<file path="src/rtl/arq_rw_pkg.sv">
// ----------------------------------------------------------------------------
// arq_rw_pkg
// Shared types and constants for the ARQ receiver window block.
// ----------------------------------------------------------------------------
package arq_rw_pkg;

    localparam int SEQ_BITS  = 8;
    localparam int SEQ_SPAN  = 1 << SEQ_BITS;
    localparam int CNT_BITS  = SEQ_BITS + 1;
    localparam int PORT_SEQ_BITS = 8;
    localparam int PORT_CNT_BITS = 9;

    typedef logic [SEQ_BITS-1:0] seq_t;
    typedef logic [CNT_BITS-1:0] cnt_t;

    typedef enum logic [1:0] {
        MODE_STOP_WAIT  = 2'd0,
        MODE_GO_BACK_N  = 2'd1,
        MODE_SEL_REPEAT = 2'd2,
        MODE_UNUSED     = 2'd3
    } flow_mode_t;

    typedef struct packed {
        logic accept;     // capture the frame and start it
        logic walk_step;  // clear one present bit and advance
        logic load_out;   // move the finished result into the output register
    } arq_rw_cmd_t;

    typedef struct packed {
        logic walk_needed; // frame at the input is a good selective-repeat frame
        logic walk_done;   // no present bit at the expected number, or the count has reached SEQ_SPAN
        logic out_free;    // output register can take a result this cycle
    } arq_rw_status_t;

endpackage

</file>
<file path="src/rtl/arq_rw_ctrl.sv">
// ----------------------------------------------------------------------------
// arq_rw_ctrl
// Sequencer: accept a frame, walk the presence map, hand off the result.
// ----------------------------------------------------------------------------
module arq_rw_ctrl
    import arq_rw_pkg::*;
(
    input  logic           clk,
    input  logic           rst_n,
    input  logic           frame_valid,
    output logic           frame_ready,
    input  arq_rw_status_t status,
    output arq_rw_cmd_t    cmd
);

    typedef enum logic [2:0] {
        ST_IDLE = 3'b001,
        ST_WALK = 3'b010,
        ST_EMIT = 3'b100
    } state_t;

    state_t state_reg;
    state_t state_next;

    always_ff @(posedge clk or negedge rst_n)
    begin
        if (!rst_n)
        begin
            state_reg <= ST_IDLE;
        end
        else
        begin
            state_reg <= state_next;
        end
    end

    always_comb
    begin
        state_next    = state_reg;
        frame_ready   = 1'b0;
        cmd.accept    = 1'b0;
        cmd.walk_step = 1'b0;
        cmd.load_out  = 1'b0;
        unique case (state_reg)
            ST_IDLE:
            begin
                frame_ready = 1'b1;
                if (frame_valid)
                begin
                    cmd.accept = 1'b1;
                    state_next = status.walk_needed ? ST_WALK : ST_EMIT;
                end
            end
            ST_WALK:
            begin
                if (status.walk_done)
                begin
                    state_next = ST_EMIT;
                end
                else
                begin
                    cmd.walk_step = 1'b1;
                end
            end
            ST_EMIT:
            begin
                // hold until the previous result has been taken
                if (status.out_free)
                begin
                    cmd.load_out = 1'b1;
                    state_next   = ST_IDLE;
                end
            end
            default:
            begin
                state_next = ST_IDLE;
            end
        endcase
    end

endmodule

</file>
<file path="src/rtl/arq_rw_datapath.sv">
// ----------------------------------------------------------------------------
// arq_rw_datapath
// Mode register, expected numbers, presence map, working result and
// output register.
// ----------------------------------------------------------------------------
module arq_rw_datapath
    import arq_rw_pkg::*;
(
    input  logic                     clk,
    input  logic                     rst_n,
    input  logic                     cfg_wr_en,
    input  logic [1:0]               cfg_wr_data,
    input  logic [PORT_SEQ_BITS-1:0] frame_seq,
    input  logic                     frame_ok,
    output logic                     result_valid,
    input  logic                     result_ready,
    output logic                     ack_valid,
    output logic                     ack_positive,
    output logic [PORT_SEQ_BITS-1:0] ack_seq,
    output logic [PORT_SEQ_BITS-1:0] deliver_first,
    output logic [PORT_CNT_BITS-1:0] deliver_count,
    input  arq_rw_cmd_t              cmd,
    output arq_rw_status_t           status
);

    flow_mode_t          mode_reg;
    seq_t                gbn_exp_reg;
    seq_t                gbn_exp_next;
    seq_t                sr_exp_reg;
    seq_t                sr_exp_next;
    logic [SEQ_SPAN-1:0] present_reg;
    logic [SEQ_SPAN-1:0] present_next;
    logic                out_valid_reg;
    logic                out_valid_next;

    // working result of the frame in progress
    logic                w_valid_reg;
    logic                w_pos_reg;
    seq_t                w_seq_reg;
    seq_t                w_first_reg;
    cnt_t                w_cnt_reg;
    logic                w_valid_next;
    logic                w_pos_next;
    seq_t                w_seq_next;
    seq_t                w_first_next;
    cnt_t                w_cnt_next;

    logic                o_valid_reg;
    logic                o_pos_reg;
    seq_t                o_seq_reg;
    seq_t                o_first_reg;
    cnt_t                o_cnt_reg;

    seq_t                in_seq;
    logic                good_in_order;

    assign in_seq        = seq_t'(frame_seq);
    assign good_in_order = frame_ok && (in_seq == gbn_exp_reg);

    assign status.walk_needed = (mode_reg == MODE_SEL_REPEAT) && frame_ok;
    assign status.walk_done   = !present_reg[sr_exp_reg] ||
                                (w_cnt_reg == cnt_t'(SEQ_SPAN));
    assign status.out_free    = !out_valid_reg || result_ready;

    always_comb
    begin
        gbn_exp_next = gbn_exp_reg;
        sr_exp_next  = sr_exp_reg;
        present_next = present_reg;
        w_valid_next = w_valid_reg;
        w_pos_next   = w_pos_reg;
        w_seq_next   = w_seq_reg;
        w_first_next = w_first_reg;
        w_cnt_next   = w_cnt_reg;

        if (cmd.accept)
        begin
            w_valid_next = 1'b0;
            w_pos_next   = 1'b0;
            w_seq_next   = '0;
            w_first_next = '0;
            w_cnt_next   = '0;
            case (mode_reg)
                MODE_STOP_WAIT:
                begin
                    w_valid_next = frame_ok;
                    w_pos_next   = frame_ok;
                    w_seq_next   = frame_ok ? in_seq : '0;
                end
                MODE_GO_BACK_N:
                begin
                    w_valid_next = 1'b1;
                    w_pos_next   = 1'b1;
                    if (good_in_order)
                    begin
                        w_seq_next   = in_seq;
                        w_first_next = in_seq;
                        w_cnt_next   = cnt_t'(1);
                        gbn_exp_next = gbn_exp_reg + seq_t'(1);
                    end
                    else
                    begin
                        // re-ack the last in-order number
                        w_seq_next = gbn_exp_reg - seq_t'(1);
                    end
                end
                MODE_SEL_REPEAT:
                begin
                    w_valid_next = 1'b1;
                    w_pos_next   = frame_ok;
                    w_seq_next   = in_seq;
                    w_first_next = sr_exp_reg;
                    if (frame_ok)
                    begin
                        present_next[in_seq] = 1'b1;
                    end
                end
                default:
                begin
                    w_valid_next = 1'b0;
                end
            endcase
        end

        // deliver one number of the run and clear its bit
        if (cmd.walk_step)
        begin
            present_next[sr_exp_reg] = 1'b0;
            sr_exp_next              = sr_exp_reg + seq_t'(1);
            w_cnt_next               = w_cnt_reg + cnt_t'(1);
        end
    end

    always_comb
    begin
        out_valid_next = out_valid_reg;
        if (result_ready)
        begin
            out_valid_next = 1'b0;
        end
        if (cmd.load_out)
        begin
            out_valid_next = 1'b1;
        end
    end

    always_ff @(posedge clk or negedge rst_n)
    begin
        if (!rst_n)
        begin
            mode_reg      <= MODE_STOP_WAIT;
            gbn_exp_reg   <= '0;
            sr_exp_reg    <= '0;
            present_reg   <= '0;
            out_valid_reg <= 1'b0;
        end
        else
        begin
            if (cfg_wr_en)
            begin
                mode_reg <= flow_mode_t'(cfg_wr_data);
            end
            gbn_exp_reg   <= gbn_exp_next;
            sr_exp_reg    <= sr_exp_next;
            present_reg   <= present_next;
            out_valid_reg <= out_valid_next;
        end
    end

    always_ff @(posedge clk)
    begin
        w_valid_reg <= w_valid_next;
        w_pos_reg   <= w_pos_next;
        w_seq_reg   <= w_seq_next;
        w_first_reg <= w_first_next;
        w_cnt_reg   <= w_cnt_next;
        if (cmd.load_out)
        begin
            o_valid_reg <= w_valid_reg;
            o_pos_reg   <= w_pos_reg;
            o_seq_reg   <= w_seq_reg;
            // nothing delivered reports a first number of zero
            o_first_reg <= (w_cnt_reg == '0) ? '0 : w_first_reg;
            o_cnt_reg   <= w_cnt_reg;
        end
    end

    assign result_valid  = out_valid_reg;
    assign ack_valid     = o_valid_reg;
    assign ack_positive  = o_pos_reg;
    assign ack_seq       = PORT_SEQ_BITS'(o_seq_reg);
    assign deliver_first = PORT_SEQ_BITS'(o_first_reg);
    assign deliver_count = PORT_CNT_BITS'(o_cnt_reg);

endmodule

</file>
<file path="src/rtl/arq_receiver_window.sv">
// ----------------------------------------------------------------------------
// arq_receiver_window
// Receiver side of an ARQ link: stop-and-wait, go-back-N, selective repeat.
// ----------------------------------------------------------------------------
// Each received frame (sequence number and check flag) yields exactly one
// result: the ack or nack to send and the in-order run delivered. In
// stop-and-wait, go-back-N and for a bad selective-repeat frame the idle
// state goes straight to the emit state; a good selective-repeat frame
// passes through the walk state first, where the presence map is walked
// one sequence number per cycle from the expected number. A new frame is
// taken as soon as the previous result has been loaded into the output
// register, even while that result waits for result_ready. The mode
// register (cfg_wr_data: 0 stop-and-wait, 1 go-back-N, 2 selective repeat)
// must be written with cfg_wr_en only while idle; the block does not enforce it.
// ----------------------------------------------------------------------------
module arq_receiver_window
    import arq_rw_pkg::*;
(
    input  logic                     clk,
    input  logic                     rst_n,
    input  logic                     cfg_wr_en,
    input  logic [1:0]               cfg_wr_data,
    input  logic                     frame_valid,
    output logic                     frame_ready,
    input  logic [PORT_SEQ_BITS-1:0] frame_seq,
    input  logic                     frame_ok,
    output logic                     result_valid,
    input  logic                     result_ready,
    output logic                     ack_valid,
    output logic                     ack_positive,
    output logic [PORT_SEQ_BITS-1:0] ack_seq,
    output logic [PORT_SEQ_BITS-1:0] deliver_first,
    output logic [PORT_CNT_BITS-1:0] deliver_count
);

    arq_rw_cmd_t    cmd;
    arq_rw_status_t status;

    arq_rw_ctrl u_ctrl (
        .clk         (clk),
        .rst_n       (rst_n),
        .frame_valid (frame_valid),
        .frame_ready (frame_ready),
        .status      (status),
        .cmd         (cmd)
    );

    arq_rw_datapath u_datapath (
        .clk           (clk),
        .rst_n         (rst_n),
        .cfg_wr_en     (cfg_wr_en),
        .cfg_wr_data   (cfg_wr_data),
        .frame_seq     (frame_seq),
        .frame_ok      (frame_ok),
        .result_valid  (result_valid),
        .result_ready  (result_ready),
        .ack_valid     (ack_valid),
        .ack_positive  (ack_positive),
        .ack_seq       (ack_seq),
        .deliver_first (deliver_first),
        .deliver_count (deliver_count),
        .cmd           (cmd),
        .status        (status)
    );

endmodule
</file>
<file path="config.mk">
export PLATFORM = sky130hd
export DESIGN_NAME = arq_receiver_window
export DESIGN_NICKNAME = d
export VERILOG_FILES = /design/src/rtl/arq_rw_pkg.sv /design/src/rtl/arq_rw_ctrl.sv /design/src/rtl/arq_rw_datapath.sv /design/src/rtl/arq_receiver_window.sv
export SDC_FILE = /design/constraint.sdc
export NUM_CORES = 1
export LEC_CHECK = 0
export ABC_AREA = 1
export BUFFER_PORTS_ARGS = -buffer_cell sky130_fd_sc_hd__buf_4
export CAP_MARGIN = 20
export CORE_MARGIN = 5
export CORE_UTILIZATION = 60
export DETAILED_ROUTE_END_ITERATION = 8
export PLACE_DENSITY_LB_ADDON = 0.08
export SLEW_MARGIN = 20
export SYNTH_ARGS = -nofsm -noshare
export SYNTH_HDL_FRONTEND = slang
export SYNTH_SLANG_ARGS = --single-unit
</file>
<file path="constraint.sdc">
create_clock -name clk -period 5.4 [get_ports clk]
set_clock_uncertainty 0.15 [all_clocks]
set_input_delay 1.08 -clock clk [delete_from_list [all_inputs] [get_ports clk]]
set_output_delay 1.08 -clock clk [all_outputs]
set_load 0.05 [all_outputs]
</file>
==> impl_metrics.ini <==
[floorplanning]
die_area_um2 = 34200
io_pins = 45
initial_utilization_pct = 60.4
rows = 64
core-area_um2 = 30400
die_w_um = 185
dieHeight_um = 185

[timing]
rsz0062_at_grt = false
slew_headroom_pct = 12.3
finalHoldViolCount = 0
drv_slew = 0
post-route-period-util_pct = 78.7
period_minus_slack_ns = 4.25
setup_viol = 0
worst_slew_pin_slew_ns = 1.31
max_clock_freq_mhz = 235
layout_setup_ws_ns = 1.15
tns_ns = 0

[critical_path]
crit_path_max_fanout = 233
r2r-start = u_datapath.sr_exp_reg[0]$_DFFE_PN0N_
rr_endpoint = u_datapath.present_reg[246]$_DFF_PN0_
cp_slowest_cell = inv_2
critPathLaunch = u_datapath.sr_exp_reg[0]$_DFFE_PN0N_
crit_end = u_datapath.present_reg[246]$_DFF_PN0_
cp_data_required_time_ns = 5.57
r2r_cells = 14
worstSetupStartpointType = flop
crit_chain = inv_2 -> buf_4 -> nor2_1 -> o21ai_1 -> nand2_1 -> nand2_1 -> o21ai_1 -> nand2_1 -> nor2_1 -> nor2_1 -> nor2_1 -> nand2_8 -> buf_12 -> a31oi_1
cp_common_cell = nor2_1
worstSetupPathType = flop to flop
rrSetupSlack_ns = 1.15
cp_data_arrival_time_ns = 4.42
worstSetupEndpointType = flop
crit_path_max_incr_delay_ns = 0.62

[placed_design]
pre_cts_ws_ns = 1.48
portBuffers = 44
placed_area_um2 = 18900
dp_hpwl_um = 35700
place_congestion = 0.959

[logic_synthesis]
synth_simple_gate_area_share_pct = 22.8
synth-edff-count = 54
synth-adder-area-share_pct = 0.817
synthMuxAreaShare_pct = 0
synth_flop_cell = dfrtp_1
synth_xor_area_share_pct = 1.14
async_flop_share_pct = 83.7
syn-num-nets = 2505
synth_compound_gate_area_share_pct = 19.4
synth_top_family_by_area = simple AND/OR/NAND/NOR gates
ys_seq_area_share_pct = 46.7
synthCells = 2477
yosysUniqueCellTypes = 37
yosysWarningCount = 0
syn_avg_cell_area_um2 = 7.42
yosys_register_bits = 332
netlist_area_um2 = 18400

[clock_network]
cts_tree = yes
cts_made_buffers = 37
root_buffer = clkbuf_16
cts_buffer_depth = 3
clock-sinks = 332
h-tree-depth = 2
cts-resized-gates = 0
post_cts_buffers = 0
cts-hold-fix-buffers = 0
clk_pin_slew_ns = 0.06
worstSkewPairLatency_ns = 0.54

[final_layout]
num-fill-cells = 2666
drive_above_1_share_pct = 7.03
layout_commonest_cell = nand2_1
syn2layout_area_growth_pct = 9.28
largest_register_ffs = 256
antennaDiodeCount = 0
nets = 2453
final_area_um2 = 20100
final_cell_mix = 525 x nand2_1, 431 x nor2_1, 275 x dfrtp_1

[grt]
grtUsageTotal_pct = 35.2
grt_max_degree = 234
grt_first_pass_wirelength_um = 95200
overflow = 0
grt_pass1_vias = 16800
grt_antenna_before_repair = 0

[routing]
vias_per_cell = 6.24
route.vias.total = 17756
wire_per_inst_um = 21.3
drcViolationCount = 0
drt_first_iter_violations = 2533
first_pass_iters = 6
wl_um = 60600
drtAntennaViolNets = 0

[power_and_ir_drop]
powerDensity_nw_per_um2 = 298
ir_worst_vdd_uv = 236
cellLeakagePower_nw = 8.91

[flow_run]
drv_cap = 0

[status]
status = finished, final reports clean

[min_path]
hold_class = flop to flop
layer usage:
metal | global-route usage, % | routed length, um
met2 | 54.7 | 27300
met1 | 47.2 | 23600
met5 | 0 | 0
met4 | 17.5 | 3230
met3 | 7.62 | 6540
critical path: cells and delay by family, from the launching register on:
family	cells	cell delay [ns]
simple gates	8	0.75
flops	1	0.49
buf+inv	3	1.56
compound gates	3	0.63
through the flow:
stage,hold WS (ns),std cells,utilization (%),total power [mW]
detailed placement,0.255,2782,62.0,3.47
finish,0.269,2844,66.0,5.99
global route,0.274,2844,66.0,6.19
CTS,0.269,2844,66.0,6.01
floorplan,0.250,2477,-,3.23
global placement,0.251,2782,62.0,3.45
layout make-up:
class,instances,area (um^2),area share (%)
clock buffer,50,1030,5.12
clock inverter,12,169,0.841
inverter,219,822,4.09
multi-input combinational,1743,8220,40.9
sequential,332,8580,42.8
tap,396,495,2.47
timing repair buffer,92,761,3.79
logic make-up (layout without fill, tap and decap cells):
kind of cell | count (synthesis) | after routing
compound gates | 645 | 645
xor+xnor | 24 | 24
fa+ha+maj | 12 | 12
buf+inv | 402 | 373
flops | 332 | 332
simple gates | 1062 | 1062
where the power goes:
group	switching, mW	internal, mW
clock network	1.04	1.52
logic	0.517	0.159
registers	0.0531	2.70
total	1.61	4.38
worst min path at each step:
stage | startpoint | end | slack (ns) | cells past startpoint
2_1_floorplan | u_datapath.w_pos_reg$_DFFE_PP_ | u_datapath.ack_positive$_DFFE_PP_ | 0.25 | 0
3_3_place_gp | u_datapath.w_seq_reg[7]$_DFFE_PP_ | u_datapath.ack_seq[7]$_DFFE_PP_ | 0.25 | 0
3_5_place_dp | u_datapath.w_seq_reg[3]$_DFFE_PP_ | u_datapath.ack_seq[3]$_DFFE_PP_ | 0.25 | 0
4_1_cts | u_datapath.w_seq_reg[3]$_DFFE_PP_ | u_datapath.ack_seq[3]$_DFFE_PP_ | 0.27 | 0
5_1_grt | u_datapath.w_seq_reg[3]$_DFFE_PP_ | u_datapath.ack_seq[3]$_DFFE_PP_ | 0.27 | 0
6_report | u_datapath.w_seq_reg[3]$_DFFE_PP_ | u_datapath.ack_seq[3]$_DFFE_PP_ | 0.27 | 0
synth_stat cells (5+ instances only):
library cell / n / area share [%]
buf_6: 10 / 0.61
nor3_1: 14 / 0.38
nor4_2: 5 / 0.34
nand2_1: 525 / 11
edfxtp_1: 54 / 8.8
nor4_1: 12 / 0.41
inv_1: 215 / 4.4
a31oi_1: 242 / 8.2
o21ai_1: 68 / 1.9
nand4_1: 6 / 0.20
a21oi_1: 227 / 6.2
nor2_1: 433 / 8.8
ha_1: 12 / 0.82
clkbuf_1: 118 / 2.4
dfrtp_1: 277 / 38
o21ai_0: 94 / 2.6
o21bai_1: 6 / 0.25
buf_2: 43 / 1.2
buf_4: 7 / 0.29
xor2_1: 22 / 1.0
o221ai_1: 5 / 0.24
nand3_1: 58 / 1.6
No activity file was read; power rests on OpenSTA's default activity.
